$ cat src/sv/ucf_pkg.sv
// shared types and constants for the underrun concealment block
`timescale 1ns / 1ps

package ucf_pkg;

  localparam int SAMPLE_W = 16;
  localparam int FADE_W = 16;
  localparam int REC_W = 11;
  localparam int FRM_W = 11;
  localparam int GAIN_W = 17;
  localparam int DIV_NW = 34;
  localparam int PROD_W = 2 * GAIN_W;
  localparam int MAX_CHUNK_DEF = 1024;

  localparam logic [GAIN_W-1:0] UNITY_Q16 = 17'h10000;
  localparam logic [FADE_W-1:0] FADE_RST = 16'd480;
  localparam logic [REC_W-1:0] REC_RST = 11'd48;

  localparam logic CFG_FADE = 1'b0;
  localparam logic CFG_RECOVER = 1'b1;

  typedef struct packed {
    logic start;
    logic [DIV_NW-1:0] num;
    logic [GAIN_W-1:0] den;
  } div_req_t;

  typedef struct packed {
    logic busy;
    logic done;
    logic [GAIN_W-1:0] quot;
  } div_rsp_t;

endpackage

$ cat src/sv/ucf_div.sv
// iterative restoring divider, one quotient bit per cycle
`timescale 1ns / 1ps

module ucf_div import ucf_pkg::*; (
  input  logic     clk,
  input  logic     rst,
  input  div_req_t req,
  output div_rsp_t rsp
);

  localparam int CntW = $clog2(GAIN_W + 1);

  logic              busy;
  logic              done;
  logic [CntW-1:0]   cnt;
  logic [GAIN_W-1:0] rem;
  logic [GAIN_W-1:0] qsh;
  logic [GAIN_W-1:0] den;
  logic [GAIN_W:0]   trial;
  logic [GAIN_W:0]   diff;
  logic              ge;

  // quotient fits in GAIN_W bits, so the upper numerator bits start below den
  assign trial = {rem, qsh[GAIN_W-1]};
  assign ge    = trial >= {1'b0, den};
  assign diff  = trial - {1'b0, den};

  always_ff @(posedge clk) begin
    if (rst) begin
      busy <= 1'b0;
      done <= 1'b0;
      cnt  <= '0;
    end else begin
      done <= 1'b0;
      if (req.start && !busy) begin
        busy <= 1'b1;
        cnt  <= CntW'(GAIN_W);
      end else if (busy) begin
        cnt <= cnt - 1'b1;
        if (cnt == CntW'(1)) begin
          busy <= 1'b0;
          done <= 1'b1;
        end
      end
    end
  end

  always_ff @(posedge clk) begin
    if (req.start && !busy) begin
      rem <= req.num[DIV_NW-1:GAIN_W];
      qsh <= req.num[GAIN_W-1:0];
      den <= req.den;
    end else if (busy) begin
      rem <= ge ? diff[GAIN_W-1:0] : trial[GAIN_W-1:0];
      qsh <= {qsh[GAIN_W-2:0], ge};
    end
  end

  assign rsp.busy = busy;
  assign rsp.done = done;
  assign rsp.quot = qsh;

endmodule

$ cat src/sv/underrun_conceal_fade.sv
// top level: stereo underrun concealment with fade out and recovery ramp
//
//   channel   dir  fields (lowest bit first)
//   s_axis    in   tdata: left_in, right_in, real_in_chunk; tuser: first_of_chunk, has_sample
//   m_axis    out  tdata: left_out, right_out; tuser: padded, recovering
//   cfg       in   cfg_addr 0 fade_frames, 1 recover_frames
//
// one request at a time; a padding slot skips the divider once fully faded, and
// the first frame of a recovery can use it twice. the shared divider and the
// single registered 17x17 multiplier serve every step of the sequencer.
// reset is synchronous; the control state clears and both registers take their defaults.
// a result waits in the output register while the next request is accepted;
// the sequencer stalls only at the end if that register is still full.
`timescale 1ns / 1ps

module underrun_conceal_fade import ucf_pkg::*; #(
  parameter int MAX_CHUNK = MAX_CHUNK_DEF
) (
  input  logic              clk,
  input  logic              rst,
  input  logic              s_axis_tvalid,
  output logic              s_axis_tready,
  input  logic [47:0]       s_axis_tdata,  // left_in, right_in, real_in_chunk, zero fill
  input  logic [1:0]        s_axis_tuser,  // first_of_chunk, has_sample
  output logic              m_axis_tvalid,
  input  logic              m_axis_tready,
  output logic [31:0]       m_axis_tdata,  // left_out, right_out
  output logic [1:0]        m_axis_tuser,  // padded, recovering
  input  logic              cfg_we,
  input  logic              cfg_addr,
  input  logic [FADE_W-1:0] cfg_wdata
);

  localparam logic [FADE_W-1:0] MaxChunk = FADE_W'(MAX_CHUNK);

  typedef enum logic [12:0] {
    ST_IDLE  = 13'b0000000000001,
    ST_SGAIN = 13'b0000000000010,
    ST_SGWT  = 13'b0000000000100,
    ST_LMUL  = 13'b0000000001000,
    ST_LEN   = 13'b0000000010000,
    ST_RCHK  = 13'b0000000100000,
    ST_RMUL  = 13'b0000001000000,
    ST_RDIV  = 13'b0000010000000,
    ST_RWT   = 13'b0000100000000,
    ST_MULL  = 13'b0001000000000,
    ST_MULR  = 13'b0010000000000,
    ST_MULD  = 13'b0100000000000,
    ST_OUT   = 13'b1000000000000
  } state_t;

  state_t state;

  logic [FADE_W-1:0]   fade_frames;
  logic [REC_W-1:0]    recover_frames;
  logic [FADE_W-1:0]   starve_count;
  logic [SAMPLE_W-1:0] held_left;
  logic [SAMPLE_W-1:0] held_right;
  logic [GAIN_W-1:0]   base_gain;
  logic [FRM_W-1:0]    ramp_length;
  logic [FRM_W-1:0]    ramp_position;

  logic                has;
  logic [FRM_W-1:0]    real_cnt;
  logic [SAMPLE_W-1:0] x_l;
  logic [SAMPLE_W-1:0] x_r;
  logic [GAIN_W-1:0]   gain;
  logic [SAMPLE_W-1:0] res_l;
  logic [SAMPLE_W-1:0] res_r;
  logic                rec;

  logic [GAIN_W-1:0]   mul_a;
  logic [GAIN_W-1:0]   mul_b;
  logic [PROD_W-1:0]   prod;
  logic [PROD_W-1:0]   prod_rnd;
  logic [GAIN_W-1:0]   mag_rnd;
  logic [GAIN_W-1:0]   mag_l;
  logic [GAIN_W-1:0]   mag_r;

  logic [FRM_W-1:0]    len_raw;
  logic [FRM_W-1:0]    len_cap;
  logic [FRM_W:0]      ramp_den;
  logic [FADE_W-1:0]   fade_diff;
  logic                out_free;

  div_req_t div_req;
  div_rsp_t div_rsp;

  ucf_div u_div (
    .clk (clk),
    .rst (rst),
    .req (div_req),
    .rsp (div_rsp)
  );

  assign mag_l    = x_l[SAMPLE_W-1] ? GAIN_W'(~{x_l[SAMPLE_W-1], x_l} + 1'b1)
                                    : {1'b0, x_l};
  assign mag_r    = x_r[SAMPLE_W-1] ? GAIN_W'(~{x_r[SAMPLE_W-1], x_r} + 1'b1)
                                    : {1'b0, x_r};
  assign prod_rnd = prod + PROD_W'(32768);
  assign mag_rnd  = prod_rnd[PROD_W-2:GAIN_W-1];
  assign len_raw  = prod_rnd[FRM_W+15:16];
  assign len_cap  = ({5'd0, real_cnt} < MaxChunk) ? real_cnt : MaxChunk[FRM_W-1:0];
  assign ramp_den = {1'b0, ramp_length} + 1'b1;
  assign fade_diff = fade_frames - starve_count;
  assign out_free = !m_axis_tvalid || m_axis_tready;

  assign s_axis_tready = (state == ST_IDLE);

  always_comb begin
    mul_a = '0;
    mul_b = '0;
    case (state)
      ST_LMUL: begin
        mul_a = GAIN_W'(recover_frames);
        mul_b = UNITY_Q16 - gain;
      end
      ST_RMUL: begin
        mul_a = UNITY_Q16 - base_gain;
        mul_b = GAIN_W'(ramp_position) + 1'b1;
      end
      ST_MULL: begin
        mul_a = mag_l;
        mul_b = gain;
      end
      ST_MULR: begin
        mul_a = mag_r;
        mul_b = gain;
      end
      default: begin
        mul_a = '0;
        mul_b = '0;
      end
    endcase
  end

  always_comb begin
    div_req = '0;
    case (state)
      ST_SGAIN: begin
        div_req.start = (starve_count < fade_frames);
        div_req.num   = DIV_NW'({fade_diff, 17'd0}) + DIV_NW'(fade_frames);
        div_req.den   = {fade_frames, 1'b0};
      end
      ST_RDIV: begin
        div_req.start = 1'b1;
        div_req.num   = {prod[PROD_W-2:0], 1'b0} + DIV_NW'(ramp_den);
        div_req.den   = GAIN_W'({ramp_den, 1'b0});
      end
      default: begin
        div_req = '0;
      end
    endcase
  end

  always_ff @(posedge clk) begin
    prod <= mul_a * mul_b;
  end

  always_ff @(posedge clk) begin
    if (rst) begin
      fade_frames    <= FADE_RST;
      recover_frames <= REC_RST;
    end else if (cfg_we) begin
      case (cfg_addr)
        CFG_FADE:    fade_frames    <= cfg_wdata;
        CFG_RECOVER: recover_frames <= cfg_wdata[REC_W-1:0];
        default:     fade_frames    <= fade_frames;
      endcase
    end
  end

  always_ff @(posedge clk) begin
    if (rst) begin
      state         <= ST_IDLE;
      m_axis_tvalid <= 1'b0;
      starve_count  <= '0;
      held_left     <= '0;
      held_right    <= '0;
      base_gain     <= '0;
      ramp_length   <= '0;
      ramp_position <= '0;
    end else begin
      if (state == ST_OUT && out_free) begin
        m_axis_tvalid <= 1'b1;
      end else if (m_axis_tready) begin
        m_axis_tvalid <= 1'b0;
      end
      case (state)
        ST_IDLE: begin
          if (s_axis_tvalid) begin
            if (s_axis_tuser[0]) begin
              ramp_length   <= '0;
              ramp_position <= '0;
            end
            if (!s_axis_tuser[1] || (s_axis_tuser[0] && starve_count != '0)) begin
              state <= ST_SGAIN;
            end else begin
              state <= ST_RCHK;
            end
          end
        end
        ST_SGAIN: begin
          if (starve_count >= fade_frames) begin
            state <= has ? ST_LMUL : ST_MULL;
          end else begin
            state <= ST_SGWT;
          end
        end
        ST_SGWT: begin
          if (div_rsp.done) begin
            state <= has ? ST_LMUL : ST_MULL;
          end
        end
        ST_LMUL: state <= ST_LEN;
        ST_LEN: begin
          ramp_length <= (len_raw > len_cap) ? len_cap : len_raw;
          base_gain   <= gain;
          state       <= ST_RCHK;
        end
        ST_RCHK: begin
          state <= (ramp_position < ramp_length) ? ST_RMUL : ST_OUT;
        end
        ST_RMUL: state <= ST_RDIV;
        ST_RDIV: state <= ST_RWT;
        ST_RWT: begin
          if (div_rsp.done) begin
            ramp_position <= ramp_position + 1'b1;
            state         <= ST_MULL;
          end
        end
        ST_MULL: state <= ST_MULR;
        ST_MULR: state <= ST_MULD;
        ST_MULD: state <= ST_OUT;
        ST_OUT: begin
          if (out_free) begin
            if (has) begin
              held_left    <= res_l;
              held_right   <= res_r;
              starve_count <= '0;
            end else begin
              ramp_length   <= '0;
              ramp_position <= '0;
              if (starve_count < fade_frames) begin
                starve_count <= starve_count + 1'b1;
              end
            end
            state <= ST_IDLE;
          end
        end
        default: state <= ST_IDLE;
      endcase
    end
  end

  always_ff @(posedge clk) begin
    case (state)
      ST_IDLE: begin
        if (s_axis_tvalid) begin
          has      <= s_axis_tuser[1];
          real_cnt <= s_axis_tdata[42:32];
          x_l      <= s_axis_tuser[1] ? s_axis_tdata[15:0] : held_left;
          x_r      <= s_axis_tuser[1] ? s_axis_tdata[31:16] : held_right;
          rec      <= 1'b0;
        end
      end
      ST_SGAIN: begin
        if (starve_count >= fade_frames) begin
          gain <= '0;
        end
      end
      ST_SGWT: begin
        if (div_rsp.done) begin
          gain <= div_rsp.quot;
        end
      end
      ST_RCHK: begin
        res_l <= x_l;
        res_r <= x_r;
      end
      ST_RWT: begin
        if (div_rsp.done) begin
          gain <= base_gain + div_rsp.quot;
          rec  <= 1'b1;
        end
      end
      ST_MULR: begin
        res_l <= x_l[SAMPLE_W-1] ? SAMPLE_W'(~mag_rnd + 1'b1) : mag_rnd[SAMPLE_W-1:0];
      end
      ST_MULD: begin
        res_r <= x_r[SAMPLE_W-1] ? SAMPLE_W'(~mag_rnd + 1'b1) : mag_rnd[SAMPLE_W-1:0];
      end
      ST_OUT: begin
        if (out_free) begin
          m_axis_tdata <= {res_r, res_l};
          m_axis_tuser <= {rec, !has};
        end
      end
      default: begin
        gain <= gain;
      end
    endcase
  end

  a_one_flag: assert property (@(posedge clk) disable iff (rst)
    m_axis_tvalid |-> !(m_axis_tuser[0] && m_axis_tuser[1]))
    else $error("padded and recovering both set");

  a_ramp_order: assert property (@(posedge clk) disable iff (rst)
    ramp_position <= ramp_length)
    else $error("ramp position past ramp length");

  a_div_start: assert property (@(posedge clk) disable iff (rst)
    div_req.start |-> !div_rsp.busy)
    else $error("divider started while busy");

  a_busy_after: assert property (@(posedge clk) disable iff (rst)
    (s_axis_tvalid && s_axis_tready) |=> !s_axis_tready)
    else $error("ready held after accept");

  a_gain_range: assert property (@(posedge clk) disable iff (rst)
    (state == ST_MULL) |-> (gain <= UNITY_Q16))
    else $error("gain above unity");

endmodule
$ cat config.mk
export PLATFORM = sky130hd
export DESIGN_NAME = underrun_conceal_fade
export DESIGN_NICKNAME = d
export VERILOG_FILES = /design/src/sv/ucf_pkg.sv /design/src/sv/ucf_div.sv /design/src/sv/underrun_conceal_fade.sv
export SDC_FILE = /design/constraint.sdc
export NUM_CORES = 2
export LEC_CHECK = 0
export BUFFER_PORTS_ARGS = -buffer_cell sky130_fd_sc_hd__buf_4
export CAP_MARGIN = 20
export CELL_PAD_IN_SITES_DETAIL_PLACEMENT = 1
export CELL_PAD_IN_SITES_GLOBAL_PLACEMENT = 1
export CORE_MARGIN = 1
export CORE_UTILIZATION = 30
export DETAILED_ROUTE_END_ITERATION = 12
export GPL_TIMING_DRIVEN = 0
export PLACE_DENSITY_LB_ADDON = 0.1
export SLEW_MARGIN = 5
export SYNTH_ARGS = -nofsm -noshare
export SYNTH_HDL_FRONTEND = slang
export SYNTH_SLANG_ARGS = --single-unit
$ cat constraint.sdc
create_clock -name clk -period 13.5 [get_ports clk]
set_clock_uncertainty 0.1 [all_clocks]
set_input_delay 0.675 -clock clk [delete_from_list [all_inputs] [get_ports clk]]
set_output_delay 0.675 -clock clk [all_outputs]
set_load 0.03 [all_outputs]
==> impl_metrics.prom <==
# TYPE chip_impl_metric gauge
chip_impl_metric{name="report.final.setup_viol",unit=""} 0
chip_impl_metric{name="cts-buffers-inserted",unit=""} 43
chip_impl_info{name="largest_area_contributor_in_the_synthesized_netlist",value="sky130_fd_sc_hd__edfxtp_1"} 1
chip_impl_metric{name="cell_internal_pwr",unit="mW"} 2.08
chip_impl_metric{name="fillers",unit=""} 11100
chip_impl_metric{name="drc",unit=""} 0
chip_impl_metric{name="groute.usage.overall",unit=""} 0.233
chip_impl_metric{name="post_synth.cell_area_avg",unit="um^2"} 9.04
chip_impl_metric{name="grt.overflow.total",unit=""} 0
chip_impl_info{name="timing_worst_setup_path_type",value="flip-flop to flip-flop"} 1
chip_impl_metric{name="finalWirelength",unit="um"} 114000
chip_impl_metric{name="synth.top_cell.area_share",unit=""} 0.184
chip_impl_metric{name="synth-edff-count",unit=""} 178
chip_impl_metric{name="synthesis.instances",unit=""} 3207
chip_impl_metric{name="slowest_delay",unit="ps"} 800
chip_impl_info{name="cts.root.buffer_cell",value="sky130_fd_sc_hd__clkbuf_16"} 1
chip_impl_metric{name="antenna_found_initial",unit=""} 3
chip_impl_metric{name="initialDrtViolationCount",unit=""} 1563
chip_impl_metric{name="post-cts-setup-buffers",unit=""} 0
chip_impl_info{name="rsz_0062_raised_after_global_routing",value="false"} 1
chip_impl_metric{name="cts_hold_buf",unit=""} 0
chip_impl_metric{name="synth_cell_types",unit=""} 94
chip_impl_metric{name="clk_pin_slew",unit="ps"} 60
chip_impl_info{name="run_status",value="finished, final reports clean"} 1
chip_impl_metric{name="initial_utilization",unit=""} 0.304
chip_impl_metric{name="avgRoutedWirePerCell",unit="um"} 24.4
chip_impl_metric{name="cts_repair_resize_count",unit=""} 0
chip_impl_metric{name="final_layout_size_suffix_gt1_frac",unit=""} 0.103
chip_impl_metric{name="ys_seq_elements",unit=""} 346
chip_impl_metric{name="final.setup.tns",unit="ps"} 0
chip_impl_metric{name="synth.cell_area",unit="um^2"} 29000
chip_impl_metric{name="ys_seq_area_frac",unit=""} 0.300
chip_impl_metric{name="worstPathArrival",unit="ps"} 10220
chip_impl_metric{name="netSwitchingPower",unit="mW"} 0.911
chip_impl_metric{name="worst-slew-pin-transition",unit="ps"} 1070
chip_impl_metric{name="die_area",unit="um^2"} 97900
chip_impl_metric{name="clkPwrFrac",unit=""} 0.403
chip_impl_metric{name="core-area",unit="um^2"} 95400
chip_impl_metric{name="ant_nets",unit=""} 0
chip_impl_metric{name="power_frac_seq",unit=""} 0.431
chip_impl_metric{name="worstPathMaxFanout",unit=""} 10
chip_impl_metric{name="vias_per_cell",unit=""} 5.16
chip_impl_info{name="ranking_of_synthesized_cells_by_area",value="sky130_fd_sc_hd__edfxtp_1 (18%), sky130_fd_sc_hd__fa_1 (16%), sky130_fd_sc_hd__dfxtp_1 (12%), sky130_fd_sc_hd__ha_1 (8.5%), sky130_fd_sc_hd__nand2_1 (5.3%)"} 1
chip_impl_metric{name="port_buffers",unit=""} 102
chip_impl_metric{name="logic_gate_share_of_total_power",unit=""} 0.166
chip_impl_metric{name="irDropWorstVdd",unit="uV"} 82.9
chip_impl_metric{name="cts_num_sinks",unit=""} 346
chip_impl_info{name="crit_path_frequent_cell",value="sky130_fd_sc_hd__fa_1"} 1
chip_impl_metric{name="max_freq",unit="MHz"} 102
chip_impl_metric{name="power.density_cell_area",unit="nW/um^2"} 90.3
chip_impl_metric{name="final_min_period_over_clock_period",unit=""} 0.728
chip_impl_metric{name="finalHoldViolations",unit=""} 0
chip_impl_metric{name="leak",unit="nW"} 14.0
chip_impl_metric{name="yosysWarningCount",unit=""} 0
chip_impl_metric{name="synthArstFlopShare",unit=""} 0
chip_impl_info{name="critical_path.startpoint_type",value="flip-flop"} 1
chip_impl_metric{name="grt_start_max_net_pins",unit=""} 35
chip_impl_metric{name="grt_pass1_wl",unit="um"} 170000
chip_impl_metric{name="sw_frac_of_total",unit=""} 0.305
chip_impl_metric{name="vias",unit=""} 24100
chip_impl_metric{name="pins_over_slew_limit",unit=""} 0
chip_impl_info{name="tritoncts",value="built"} 1
chip_impl_metric{name="preCtsSetupSlack",unit="ps"} 3510
chip_impl_metric{name="insertion_delay",unit="ps"} 580
chip_impl_metric{name="h-tree-depth",unit=""} 2
chip_impl_info{name="min-delay-path-class",value="primary input to flip-flop"} 1
chip_impl_metric{name="critical_path_data_required_time",unit="ps"} 13890
chip_impl_metric{name="io_pins",unit=""} 108
chip_impl_metric{name="post-dp-hpwl",unit="um"} 94800
chip_impl_metric{name="first_global_vias",unit=""} 25800
chip_impl_metric{name="nNetsFinal",unit=""} 3871
chip_impl_metric{name="relative_max_transition_margin",unit=""} 0.282
chip_impl_metric{name="drt_pass1_iterations",unit=""} 5
chip_impl_metric{name="die_x",unit="um"} 313
chip_impl_metric{name="fp.dieH",unit="um"} 313
chip_impl_metric{name="place_inst",unit=""} 4592
chip_impl_metric{name="postLayoutSetupSlackWorst",unit="ps"} 3670
chip_impl_metric{name="finalCriticalPeriod",unit="ps"} 9830
chip_impl_metric{name="fin_cells",unit=""} 4678
chip_impl_info{name="setup.worst_path.end_class",value="flip-flop"} 1
chip_impl_info{name="crit_slowest_cell",value="sky130_fd_sc_hd__a211oi_1"} 1
chip_impl_info{name="synth_flop_cell",value="sky130_fd_sc_hd__edfxtp_1"} 1
chip_impl_metric{name="gp_routability_congestion",unit=""} 0.925
chip_impl_metric{name="fp-row-count",unit=""} 113
chip_impl_metric{name="cts.path.max_buffers",unit=""} 3
chip_impl_metric{name="area_delta_synth_final",unit="%"} 14.2
chip_impl_metric{name="max-cap-violations",unit=""} 0
cells by family (layout without fill, tap and decap cells):
kind of cell	count (synthesis)	count (layout)	synth area share
and+or+nand+nor	1074	1074	0.173
other	2	7	0.000259
DFF	346	346	0.300
muxes	70	70	0.0259
AOI/OAI and AO/OA	580	580	0.129
buffers and inverters	511	712	0.0693
xor gates and xnor gates	201	201	0.0607
adders and majority gates	423	423	0.241
flip-flops by register name (all words and copies together) (netlist names), 13 cells and up:
| register | count |
|---|---|
| prod | 33 |
| base_gain | 17 |
| res_l | 16 |
| res_r | 16 |
| state | 13 |
| u_div.qsh | 17 |
| x_r | 16 |
| m_axis_tdata | 32 |
| gain | 17 |
| u_div.den | 16 |
| x_l | 16 |
| held_right | 16 |
| fade_frames | 16 |
| held_left | 16 |
| u_div.rem | 17 |
| starve_count | 16 |
per-layer routing:
metal	wire, um	track usage	up-vias
met2	56600	0.410	417
met5	0	0	-
met4	2360	0.0506	0
li1	-	-	11200
met3	3530	0.0226	106
met1	51800	0.309	12500
power groups by stage:
stage,sequential [mW],clock (mW),combinational [mW]
after floorplan,1.26,0,0.322
after global placement,1.31,0,0.474
after detailed placement,1.31,0,0.492
after CTS,1.29,1.23,0.497
after global routing,1.29,1.27,0.543
final,1.29,1.21,0.495
layout by cell type (no fill, tap or decap), types with 11 or more instances in the layout:
master	instances
sky130_fd_sc_hd__nand2_1	410
sky130_fd_sc_hd__inv_1	381
sky130_fd_sc_hd__nor2_1	300
sky130_fd_sc_hd__fa_1	227
sky130_fd_sc_hd__ha_1	196
sky130_fd_sc_hd__a21oi_1	186
sky130_fd_sc_hd__edfxtp_1	178
sky130_fd_sc_hd__dfxtp_1	168
sky130_fd_sc_hd__xnor2_1	138
sky130_fd_sc_hd__o21ai_0	136
sky130_fd_sc_hd__buf_4	117
sky130_fd_sc_hd__clkbuf_1	88
sky130_fd_sc_hd__xor2_1	63
sky130_fd_sc_hd__nor3_1	52
sky130_fd_sc_hd__clkbuf_16	46
sky130_fd_sc_hd__nand3_1	42
sky130_fd_sc_hd__mux2_2	40
sky130_fd_sc_hd__and2_1	35
sky130_fd_sc_hd__buf_2	33
sky130_fd_sc_hd__mux2i_1	30
sky130_fd_sc_hd__or3_1	28
sky130_fd_sc_hd__nand4_1	27
sky130_fd_sc_hd__nor2b_1	25
sky130_fd_sc_hd__nand2b_1	25
sky130_fd_sc_hd__o21a_1	24
sky130_fd_sc_hd__a211oi_1	22
sky130_fd_sc_hd__a22o_1	22
sky130_fd_sc_hd__a21o_1	21
sky130_fd_sc_hd__and3_1	20
sky130_fd_sc_hd__a22oi_1	20
sky130_fd_sc_hd__nor4_1	17
sky130_fd_sc_hd__nand4b_1	13
sky130_fd_sc_hd__clkinv_2	13
sky130_fd_sc_hd__o21bai_1	12
sky130_fd_sc_hd__o31ai_1	11
stage by stage:
| step | area [um^2] | power (mW) | utilization | hold WS, ps |
|---|---|---|---|---|
| after floorplan | 29000 | 1.59 | - | 300 |
| after global placement | 31400 | 1.79 | 0.329 | 307 |
| after detailed placement | 31600 | 1.80 | 0.331 | 316 |
| after CTS | 33100 | 3.02 | 0.347 | 127 |
| after global routing | 33100 | 3.11 | 0.347 | 142 |
| final | 33100 | 2.99 | 0.347 | 162 |
path summary, 6_finish.rpt:
path / from / slack [ps] / end / cells after the start
worst max-delay path: state[2]$_SDFFE_PP0P_ / 3670 / prod[27]$_DFF_P_ / 27
worst min-delay path: s_axis_tdata[41] / 160 / real_cnt[9]$_DFFE_PP_ / 1
worst max register to register: state[2]$_SDFFE_PP0P_ / 3670 / prod[27]$_DFF_P_ / 27
worst min register to register: rec$_DFFE_PP_ / 340 / m_axis_tuser[1]$_DFFE_PP_ / 0
cell usage after synthesis, types with 10 or more instances:
master	n
sky130_fd_sc_hd__nand2b_1	25
sky130_fd_sc_hd__o31ai_1	13
sky130_fd_sc_hd__a211o_1	10
sky130_fd_sc_hd__ha_1	196
sky130_fd_sc_hd__xnor2_1	138
sky130_fd_sc_hd__nand2_2	10
sky130_fd_sc_hd__nor3_1	54
sky130_fd_sc_hd__o21ai_0	136
sky130_fd_sc_hd__or3_1	28
sky130_fd_sc_hd__nand2_1	410
sky130_fd_sc_hd__inv_1	382
sky130_fd_sc_hd__and3_1	20
sky130_fd_sc_hd__and2_1	36
sky130_fd_sc_hd__buf_2	33
sky130_fd_sc_hd__nor4_1	17
sky130_fd_sc_hd__nand4_1	27
sky130_fd_sc_hd__edfxtp_1	178
sky130_fd_sc_hd__fa_1	227
sky130_fd_sc_hd__nand4b_1	13
sky130_fd_sc_hd__a22oi_1	20
sky130_fd_sc_hd__dfxtp_1	168
sky130_fd_sc_hd__nand3b_1	10
sky130_fd_sc_hd__clkbuf_1	84
sky130_fd_sc_hd__a22o_1	22
sky130_fd_sc_hd__nand3_1	42
sky130_fd_sc_hd__xor2_1	63
sky130_fd_sc_hd__nor2_1	301
sky130_fd_sc_hd__nor2b_1	25
sky130_fd_sc_hd__o31a_1	10
sky130_fd_sc_hd__a21oi_1	187
sky130_fd_sc_hd__a211oi_1	25
sky130_fd_sc_hd__mux2i_1	30
sky130_fd_sc_hd__o21bai_1	12
sky130_fd_sc_hd__mux2_2	40
sky130_fd_sc_hd__a21o_1	21
sky130_fd_sc_hd__o21a_1	24
final cells by class:
cell class	count	area, um^2	share of cell area
inverter	382	1430	0.0433
buffer	129	576	0.0174
tap	1265	1580	0.0478
clock buffer	54	1210	0.0367
sequential	346	8710	0.263
clock inverter	25	244	0.00736
antenna	3	7.51	0.000227
multi-input combinational	2352	18400	0.555
timing repair buffer	122	980	0.0296
worst max-delay path: cells and delay by family (launching register included):
| kind | cells | cell delay (ps) |
|---|---|---|
| flops | 1 | 330 |
| xor+xnor | 1 | 130 |
| buf+inv | 6 | 1400 |
| simple gates | 7 | 1940 |
| fa+ha+maj | 7 | 3400 |
| compound gates | 6 | 2440 |
Note: power is estimated with default switching activity, not from simulation.
